[src/design/prl_pkg.sv]
package prl_pkg;

   // Default list depth.
   localparam int CAPACITY = 64;

   // Field widths of the request and response words.
   localparam int OP_W     = 2;
   localparam int POS_W    = 7;
   localparam int ID_W     = 32;
   localparam int NAME_W   = 64;
   localparam int SCORE_W  = 32;
   localparam int STATUS_W = 3;
   localparam int CNT_W    = 7;

   // Operation codes.
   localparam logic [OP_W-1:0] OP_INSERT = 2'd0;
   localparam logic [OP_W-1:0] OP_DELETE = 2'd1;
   localparam logic [OP_W-1:0] OP_READ   = 2'd2;
   localparam logic [OP_W-1:0] OP_FIND   = 2'd3;

   // Response status codes.
   localparam logic [STATUS_W-1:0] ST_OK       = 3'd0;
   localparam logic [STATUS_W-1:0] ST_FULL     = 3'd1;
   localparam logic [STATUS_W-1:0] ST_EMPTY    = 3'd2;
   localparam logic [STATUS_W-1:0] ST_BADPOS   = 3'd3;
   localparam logic [STATUS_W-1:0] ST_NOTFOUND = 3'd4;

   // One stored record.
   typedef struct packed {
      logic signed [ID_W-1:0] id;
      logic [NAME_W-1:0]      name;
      logic [SCORE_W-1:0]     score;
   } prl_record_type;

   // Commands from the controller to the datapath.
   typedef struct packed {
      logic                req_load;
      logic                walk_set_count;
      logic                walk_set_pos;
      logic                walk_clear;
      logic                walk_inc;
      logic                walk_dec;
      logic                addr_below;
      logic                mem_rd;
      logic                mem_wr;
      logic                wr_new;
      logic                count_inc;
      logic                count_dec;
      logic                hold_load_new;
      logic                hold_load_rd;
      logic                emit;
      logic [STATUS_W-1:0] emit_status;
      logic                emit_zero;
      logic                emit_last;
   } prl_cmd_type;

   // Status from the datapath to the controller.
   typedef struct packed {
      logic [OP_W-1:0] op;
      logic            full;
      logic            empty;
      logic            ins_pos_bad;
      logic            acc_pos_bad;
      logic            walk_at_ins;
      logic            walk_at_count;
      logic            name_match;
      logic            out_free;
   } prl_stat_type;

endpackage

[src/design/prl_controller.sv]
module prl_controller (
   input  logic                   clock,
   input  logic                   reset,
   input  logic                   req_valid,
   output logic                   req_ready,
   input  prl_pkg::prl_stat_type  stat,
   output prl_pkg::prl_cmd_type   cmd
);

   typedef enum logic [12:0] {
      S_IDLE     = 13'b0000000000001,
      S_DECIDE   = 13'b0000000000010,
      S_INS_CHK  = 13'b0000000000100,
      S_INS_WR   = 13'b0000000001000,
      S_GET      = 13'b0000000010000,
      S_HOLD     = 13'b0000000100000,
      S_DEL_CHK  = 13'b0000001000000,
      S_DEL_WR   = 13'b0000010000000,
      S_FIND_CHK = 13'b0000100000000,
      S_FIND_CMP = 13'b0001000000000,
      S_FIND_END = 13'b0010000000000,
      S_REPLY    = 13'b0100000000000,
      S_REJECT   = 13'b1000000000000
   } prl_state_type;

   prl_state_type                  state_ff, state_in;
   logic [prl_pkg::STATUS_W-1:0]   rej_status_ff, rej_status_in;
   logic                           pend_ff, pend_in;

   assign req_ready = (state_ff == S_IDLE);

   // Next state and datapath commands.
   always_comb begin
      state_in      = state_ff;
      rej_status_in = rej_status_ff;
      pend_in       = pend_ff;
      cmd           = '0;
      case (state_ff)
         S_IDLE: begin
            if (req_valid) begin
               cmd.req_load = 1'b1;
               state_in     = S_DECIDE;
            end
         end
         S_DECIDE: begin
            case (stat.op)
               prl_pkg::OP_INSERT: begin
                  if (stat.full) begin
                     rej_status_in = prl_pkg::ST_FULL;
                     state_in      = S_REJECT;
                  end else if (stat.ins_pos_bad) begin
                     rej_status_in = prl_pkg::ST_BADPOS;
                     state_in      = S_REJECT;
                  end else begin
                     cmd.walk_set_count = 1'b1;
                     state_in           = S_INS_CHK;
                  end
               end
               prl_pkg::OP_DELETE, prl_pkg::OP_READ: begin
                  if (stat.empty) begin
                     rej_status_in = prl_pkg::ST_EMPTY;
                     state_in      = S_REJECT;
                  end else if (stat.acc_pos_bad) begin
                     rej_status_in = prl_pkg::ST_BADPOS;
                     state_in      = S_REJECT;
                  end else begin
                     cmd.walk_set_pos = 1'b1;
                     state_in         = S_GET;
                  end
               end
               default: begin
                  cmd.walk_clear = 1'b1;
                  pend_in        = 1'b0;
                  state_in       = S_FIND_CHK;
               end
            endcase
         end
         // Insert: move entries up one at a time from the top down.
         S_INS_CHK: begin
            if (stat.walk_at_ins) begin
               cmd.mem_wr        = 1'b1;
               cmd.wr_new        = 1'b1;
               cmd.count_inc     = 1'b1;
               cmd.hold_load_new = 1'b1;
               state_in          = S_REPLY;
            end else begin
               cmd.mem_rd     = 1'b1;
               cmd.addr_below = 1'b1;
               state_in       = S_INS_WR;
            end
         end
         S_INS_WR: begin
            cmd.mem_wr   = 1'b1;
            cmd.walk_dec = 1'b1;
            state_in     = S_INS_CHK;
         end
         // Delete and read fetch the addressed record first.
         S_GET: begin
            cmd.mem_rd = 1'b1;
            state_in   = S_HOLD;
         end
         S_HOLD: begin
            cmd.hold_load_rd = 1'b1;
            if (stat.op == prl_pkg::OP_DELETE) begin
               cmd.walk_inc = 1'b1;
               state_in     = S_DEL_CHK;
            end else begin
               state_in = S_REPLY;
            end
         end
         // Delete: move later entries down one at a time.
         S_DEL_CHK: begin
            if (stat.walk_at_count) begin
               cmd.count_dec = 1'b1;
               state_in      = S_REPLY;
            end else begin
               cmd.mem_rd = 1'b1;
               state_in   = S_DEL_WR;
            end
         end
         S_DEL_WR: begin
            cmd.mem_wr     = 1'b1;
            cmd.addr_below = 1'b1;
            cmd.walk_inc   = 1'b1;
            state_in       = S_DEL_CHK;
         end
         // Find: one match is kept back so the final one can be marked.
         S_FIND_CHK: begin
            if (stat.walk_at_count) begin
               state_in = S_FIND_END;
            end else begin
               cmd.mem_rd = 1'b1;
               state_in   = S_FIND_CMP;
            end
         end
         S_FIND_CMP: begin
            if (!stat.name_match) begin
               cmd.walk_inc = 1'b1;
               state_in     = S_FIND_CHK;
            end else if (!pend_ff) begin
               cmd.hold_load_rd = 1'b1;
               cmd.walk_inc     = 1'b1;
               pend_in          = 1'b1;
               state_in         = S_FIND_CHK;
            end else if (stat.out_free) begin
               cmd.emit         = 1'b1;
               cmd.emit_status  = prl_pkg::ST_OK;
               cmd.hold_load_rd = 1'b1;
               cmd.walk_inc     = 1'b1;
               state_in         = S_FIND_CHK;
            end
         end
         S_FIND_END: begin
            if (stat.out_free) begin
               cmd.emit      = 1'b1;
               cmd.emit_last = 1'b1;
               if (pend_ff) begin
                  cmd.emit_status = prl_pkg::ST_OK;
               end else begin
                  cmd.emit_status = prl_pkg::ST_NOTFOUND;
                  cmd.emit_zero   = 1'b1;
               end
               state_in = S_IDLE;
            end
         end
         S_REPLY: begin
            if (stat.out_free) begin
               cmd.emit        = 1'b1;
               cmd.emit_status = prl_pkg::ST_OK;
               cmd.emit_last   = 1'b1;
               state_in        = S_IDLE;
            end
         end
         S_REJECT: begin
            if (stat.out_free) begin
               cmd.emit        = 1'b1;
               cmd.emit_status = rej_status_ff;
               cmd.emit_zero   = 1'b1;
               cmd.emit_last   = 1'b1;
               state_in        = S_IDLE;
            end
         end
         default: begin
            state_in = S_IDLE;
         end
      endcase
   end

   always_ff @(posedge clock) begin
      if (reset) begin
         state_ff <= S_IDLE;
         pend_ff  <= 1'b0;
      end else begin
         state_ff <= state_in;
         pend_ff  <= pend_in;
      end
   end

   always_ff @(posedge clock) begin
      rej_status_ff <= rej_status_in;
   end

endmodule
[config.mk]
export PLATFORM = sky130hd
export DESIGN_NAME = prl_controller
export DESIGN_NICKNAME = d
export VERILOG_FILES = /design/src/design/prl_pkg.sv /design/src/design/prl_controller.sv
export SDC_FILE = /design/constraint.sdc
export NUM_CORES = 1
export LEC_CHECK = 0
export BUFFER_PORTS_ARGS = -buffer_cell sky130_fd_sc_hd__buf_2
export CORE_ASPECT_RATIO = 0.7
export CORE_MARGIN = 4
export CORE_UTILIZATION = 55
export DETAILED_ROUTE_END_ITERATION = 7
export GPL_TIMING_DRIVEN = 0
export MAX_ROUTING_LAYER = met4
export PLACE_DENSITY = 0.82
export SLEW_MARGIN = 20
export SYNTH_ARGS = -nofsm -noshare
export SYNTH_HDL_FRONTEND = slang
export SYNTH_SLANG_ARGS = --single-unit
[constraint.sdc]
create_clock -name clock -period 3.6 [get_ports clock]
set_input_delay 0.36 -clock clock [delete_from_list [all_inputs] [get_ports clock]]
set_output_delay 0.36 -clock clock [all_outputs]
set_load 0.05 [all_outputs]
After elaboration in Yosys (flattened, before gate mapping)
Index checks and enable logic that the tools add are counted.
- register bits after elaboration: 17
- input port bits: 13
- output and inout port bits: 21
- word-level logic and storage cells: 99
- equal/unequal tests: 22
- muxes and demuxes: 63
- reduce and logical (&&, ||, !) cells: 11
- operator list (kind ; count):
    $pmux 13 s11 ; 1
    $mux 13 ; 9
    $mux 12 ; 3
    $pmux 13 s2 ; 1
    $mux 1 ; 23
    $mux 3 ; 7
    $pmux 4 s4 ; 1
    $eq 13x1->1 const B ; 1
    $eq 13x10->1 const B ; 1
    $eq 13x11->1 const B ; 1
    $eq 13x12->1 const B ; 1
    $eq 13x13->1 const B ; 1
    $eq 13x2->1 const B ; 1
    $eq 13x3->1 const B ; 1
    $eq 13x4->1 const B ; 1
    $eq 13x5->1 const B ; 1
    $eq 13x6->1 const B ; 1
    $eq 13x7->1 const B ; 1
    $eq 13x8->1 const B ; 1
    $eq 13x9->1 const B ; 1
    $mux 6 ; 2
    $mux 11 ; 1
    $mux 5 ; 2
    $pmux 1 s2 ; 5
    16 further kinds ; 28

Depth between registers and ports, before layout
- word-level depth: 4
- depth in mapped cells: 8
- depth with buffers taken out: 6

Worst setup path before layout
No wires, ideal clock.
- path kind: reg2out
- from: reg state_ff[2]
- to: out cmd[15] (netlist bit)
- data arrival time: 2.351 ns
- required time: 3.240 ns
- setup slack: 0.889 ns
- stages on the path, launching flop included: 7
- buffers on the path: 2
- path through: dfxtp_1 > clkbuf_1 > nor4_1 > and2_1 > buf_2 > nand3_1 > o21ai_0
- RTL lines (what ; RTL line ; RTL):
    start, declared ; prl_controller.sv:26 ; prl_state_type state_ff, state_in;
    start signal, assigned ; prl_controller.sv:194 ; state_ff <= state_in;
    end, declared ; prl_controller.sv:7 ; output prl_pkg::prl_cmd_type cmd

==> summary.md <==
The run finished with clean final reports. The clock network is responsible for 28.2% of the overall power. For the largest clock skew in the final design, the log shows 0.004030 ns. For the area of the multi-input gates, the log shows 773.2 sq um.

For the overall power of the completed layout, the log shows 363.5 uW. The share of total power dissipated in sequential elements is 51.4%. In this run the vertical extent of the chip is 46.98 um. Once the floorplan was initialized, standard cells occupied 61.15% of the core.

For the footprint of the flip-flops and latches, the log shows 340.3 sq um. The net total in the final layout was 199; the number of enable-type register cells in the synthesized netlist was 2. The area added between synthesis and finish works out to 18.34%. Internal power of the cells: 250.8 uW. The clock transition at the registers of the reported paths came out at 0.10 ns. Depth of the worst register-to-register path: 6. For the H-tree level count, the log shows 1. STA puts the critical path data required time at 3.24 ns. The final design instance area without fill is 0.001413 sq mm, and the number of cells upsized or downsized after cts is 0.

TritonCTS built the clock tree. Commonest non-fill, non-tap cell in the layout: sky130_fd_sc_hd__buf_2. Of the total power, the share spent switching nets is 30.99%. For this design, the slowest cell found on the critical path is sky130_fd_sc_hd__or4_4.

By area the synthesized netlist is led by sky130_fd_sc_hd__dfxtp_1 (23%), sky130_fd_sc_hd__nor2_1 (5.7%), sky130_fd_sc_hd__edfxtp_1 (5.0%). The sum of routed wire length over all layers came out at 2.966 mm. The number of sinks handled by clock tree synthesis is 16, and the number of post-CTS setup repair buffers is 0. Max-cap violations in this run came to 0.

In the synthesized netlist the dominant register cell turns out to be sky130_fd_sc_hd__dfxtp_1. For this run, the register share of the synthesized area comes to 28.51%. Setup total negative slack on the finished layout was measured at 0 ns. The worst setup path is captured at a primary output. The first global-routing pass estimated 4.899 mm of wire. The overall fraction of global-route tracks in use came out at 22.47%. The count of final hold-check violations is 0. The first routing iteration left 86 violations. 34 I/O pins were placed.

Actual slew at the worst max-slew pin: 0.6124 ns. Measured along the x axis, the die boundary spans 63.68 um. The number of CTS-inserted buffers is 3, and the length of the first detailed-routing pass in iterations is 4.

For the finished layout, the period the worst path requires is 2.883 ns. Power spread over the standard cell area amounts to 257.3 mW/mm^2. The number of antenna violations at the first check in global routing came out at 0. The routed layout has 1202 vias.

The run gives 1077 as the number of global-route vias before repair. The worst setup path is launched from a flip-flop. The synthesized design contains 16 register bits. Total of warnings raised by yosys: 0. Entering global routing, the biggest net connects 11 pins. The timing-limited maximum frequency was 0.3469 GHz; the maximum fanout encountered on the critical timing path was 9.

The number of diodes added for antenna fixing is 0, and the row count is 13. The delay of the slowest critical-path stage is 0.51 ns. For this run, the share of the core covered by cells in the final layout is 72.37%. The hold buffer count at cts came out at 0. The run gives 1.14 ns as the reg-to-reg setup timing slack. The distinct cell type count after synthesis came out at 50. In this run the critical register-to-register path is launched from state_ff[7]. The tools report the later-pin clock latency in the skew report as 0.30 ns. Traced cell by cell, the critical path runs through clkbuf_1, nor4_4, nand3_2, or4_4, buf_6, or2_4, inv_1, buf_2.

The share of flip-flops with an asynchronous set or reset after synthesis works out to 0%. In the layout the commonest cells are sky130_fd_sc_hd__buf_2 (34), sky130_fd_sc_hd__nor2_1 (18), sky130_fd_sc_hd__dfxtp_1 (14). Placement-stage cell area: 0.001386 sq mm. The tree is rooted in a sky130_fd_sc_hd__clkbuf_4. The run gives 2.342 mm as the half-perimeter wire length after detailed placement. The capture instance of the worst register-to-register path was rej_status_ff[1].

Of the cells placed in the final design, the portion with a size suffix greater than 1 is 28.02%. The logs give 0 for the remaining global-route overflow and 0 for the final-report max-slew violation count. The cell count after synthesis came out at 145. In the routed design, unresolved DRC markers number 0. The mean routed wirelength per cell is 14.54 um, and the maximum clock insertion buffer count is 2. The startpoint identified for the worst hold timing path is stat[2]. The area of the die is 0.002991 sq mm.

Input and output buffers added on the ports amount to 33. The post-detailed-route via-to-cell ratio came out at 5.892. The total nets after synthesis was 161. Combinational logic is responsible for 20.3% of the overall power.

The peak supply drop was 0.1793 mV. Setup repair after global routing left no endpoint under its margin. Number of filler instances in the final layout: 178.

Once detail routing completed, the nets flagged for antenna violations numbered 0. The logs give 0.001194 sq mm for the cell area after synthesis and 0.8289 for the weighted congestion at the end of routability-driven global placement. Area of the core region: 0.001952 sq mm. STA puts the critical path data arrival time at 2.52 ns. The average footprint of a synthesized cell was 8.232 sq um. The destination of the worst hold path is state_ff[7]. Setup violations remaining at the end of the flow were counted as 0. For this design the static power due to leakage is 0.6783 nW. The tools report the relative slew slack as 58.80%. Path class of the lowest-slack min-delay path: primary input to flip-flop. The critical path is of the flip-flop to primary output type.

The largest total area in the synthesized netlist belongs to sky130_fd_sc_hd__dfxtp_1. After layout, the worst path uses 80.08% of the clock period. Of the post-synthesis cell area, the dominant cell type holds 23.48%. The worst hold path passes through 2 cells. Summed over all nets, the switching power comes to 112.6 uW.
==> sequential cells by signal, summed over array words and instances (netlist names) <==
register / count
state_ff: 13
rej_status_ff: 2
pend_ff: 1
==> layer usage <==
| metal | vias up | global-route usage [%] | part of all wire (%) | wire length [um] |
|---|---|---|---|---|
| li1 | 603 | - | - | - |
| met1 | 543 | 27.59 | 46 | 1364 |
| met2 | 52 | 37.14 | 44 | 1317 |
| met3 | 4 | 6.699 | 8.9 | 264 |
| met4 | 0 | 5.150 | 0.67 | 20 |
| met5 | - | - | 0 | 0 |
==> logic make-up (layout without fill, tap and decap cells) <==
group / count (synthesis) / count (layout) / share of synthesized area [%]
AO/OA/AOI/OAI: 29 / 29 / 17.09
XOR/XNOR: 3 / 3 / 2.202
adder cells (fa/ha/maj): 3 / 3 / 3.145
buffers and inverters: 15 / 52 / 6.708
flip-flops: 16 / 16 / 28.51
multiplexers: 1 / 1 / 0.8386
AND/OR/NAND/NOR: 78 / 78 / 41.51
==> worst max-delay path, delay by kind of cell (launching register included) <==
kind	cells	cell delay (ns)
simple gates	4	1.22
flops	1	0.31
buf+inv	4	0.69
==> power groups by stage <==
| stage | Combinational (mW) | Sequential [mW] | Clock, mW |
|---|---|---|---|
| after floorplan | 0.0510 | 0.190 | 0 |
| after global placement | 0.0709 | 0.191 | 0 |
| after detailed placement | 0.0728 | 0.191 | 0 |
| after CTS | 0.0734 | 0.187 | 0.105 |
| after global routing | 0.0812 | 0.187 | 0.112 |
| final | 0.0738 | 0.187 | 0.103 |
==> final cells by class <==
class	count	area share (%)
multi-input combinational	114	54.74
sequential	16	24.09
timing repair buffer	33	11.69
buffer	8	3.809
tap	22	1.949
inverter	7	1.860
clock buffer	3	1.594
clock inverter	1	0.2657
==> cell usage after synthesis, drive strengths merged (4+ instances only) <==
| library cell | number |
|---|---|
| nand2 | 6 |
| dfxtp | 14 |
| nand3 | 5 |
| and3 | 4 |
| nand2b | 6 |
| and2 | 5 |
| buf | 5 |
| nor2 | 19 |
| a21oi | 4 |
| nor2b | 9 |
| o21ai | 11 |
| inv | 7 |
==> stage by stage <==
step / setup slack [ns] / std cells / hold slack [ns]
after CTS: 0.7376 / 204 / 0.2812
after global routing: 0.5732 / 204 / 0.2831
final: 0.7170 / 204 / 0.2908
after global placement: 1.111 / 200 / 0.4845
after detailed placement: 1.089 / 200 / 0.4802
after floorplan: 0.8892 / 145 / 0.4316
==> worst max path at each step <==
stage	from	end	cells past startpoint
finish	state_ff[7]	cmd[16]	8
CTS	state_ff[7]	cmd[16]	8
global route	state_ff[2]	cmd[12]	8
floorplan	state_ff[2]	cmd[15]	6
detailed placement	state_ff[7]	cmd[16]	8
global placement	state_ff[7]	cmd[16]	8
Power figures use the tool's default switching activity.
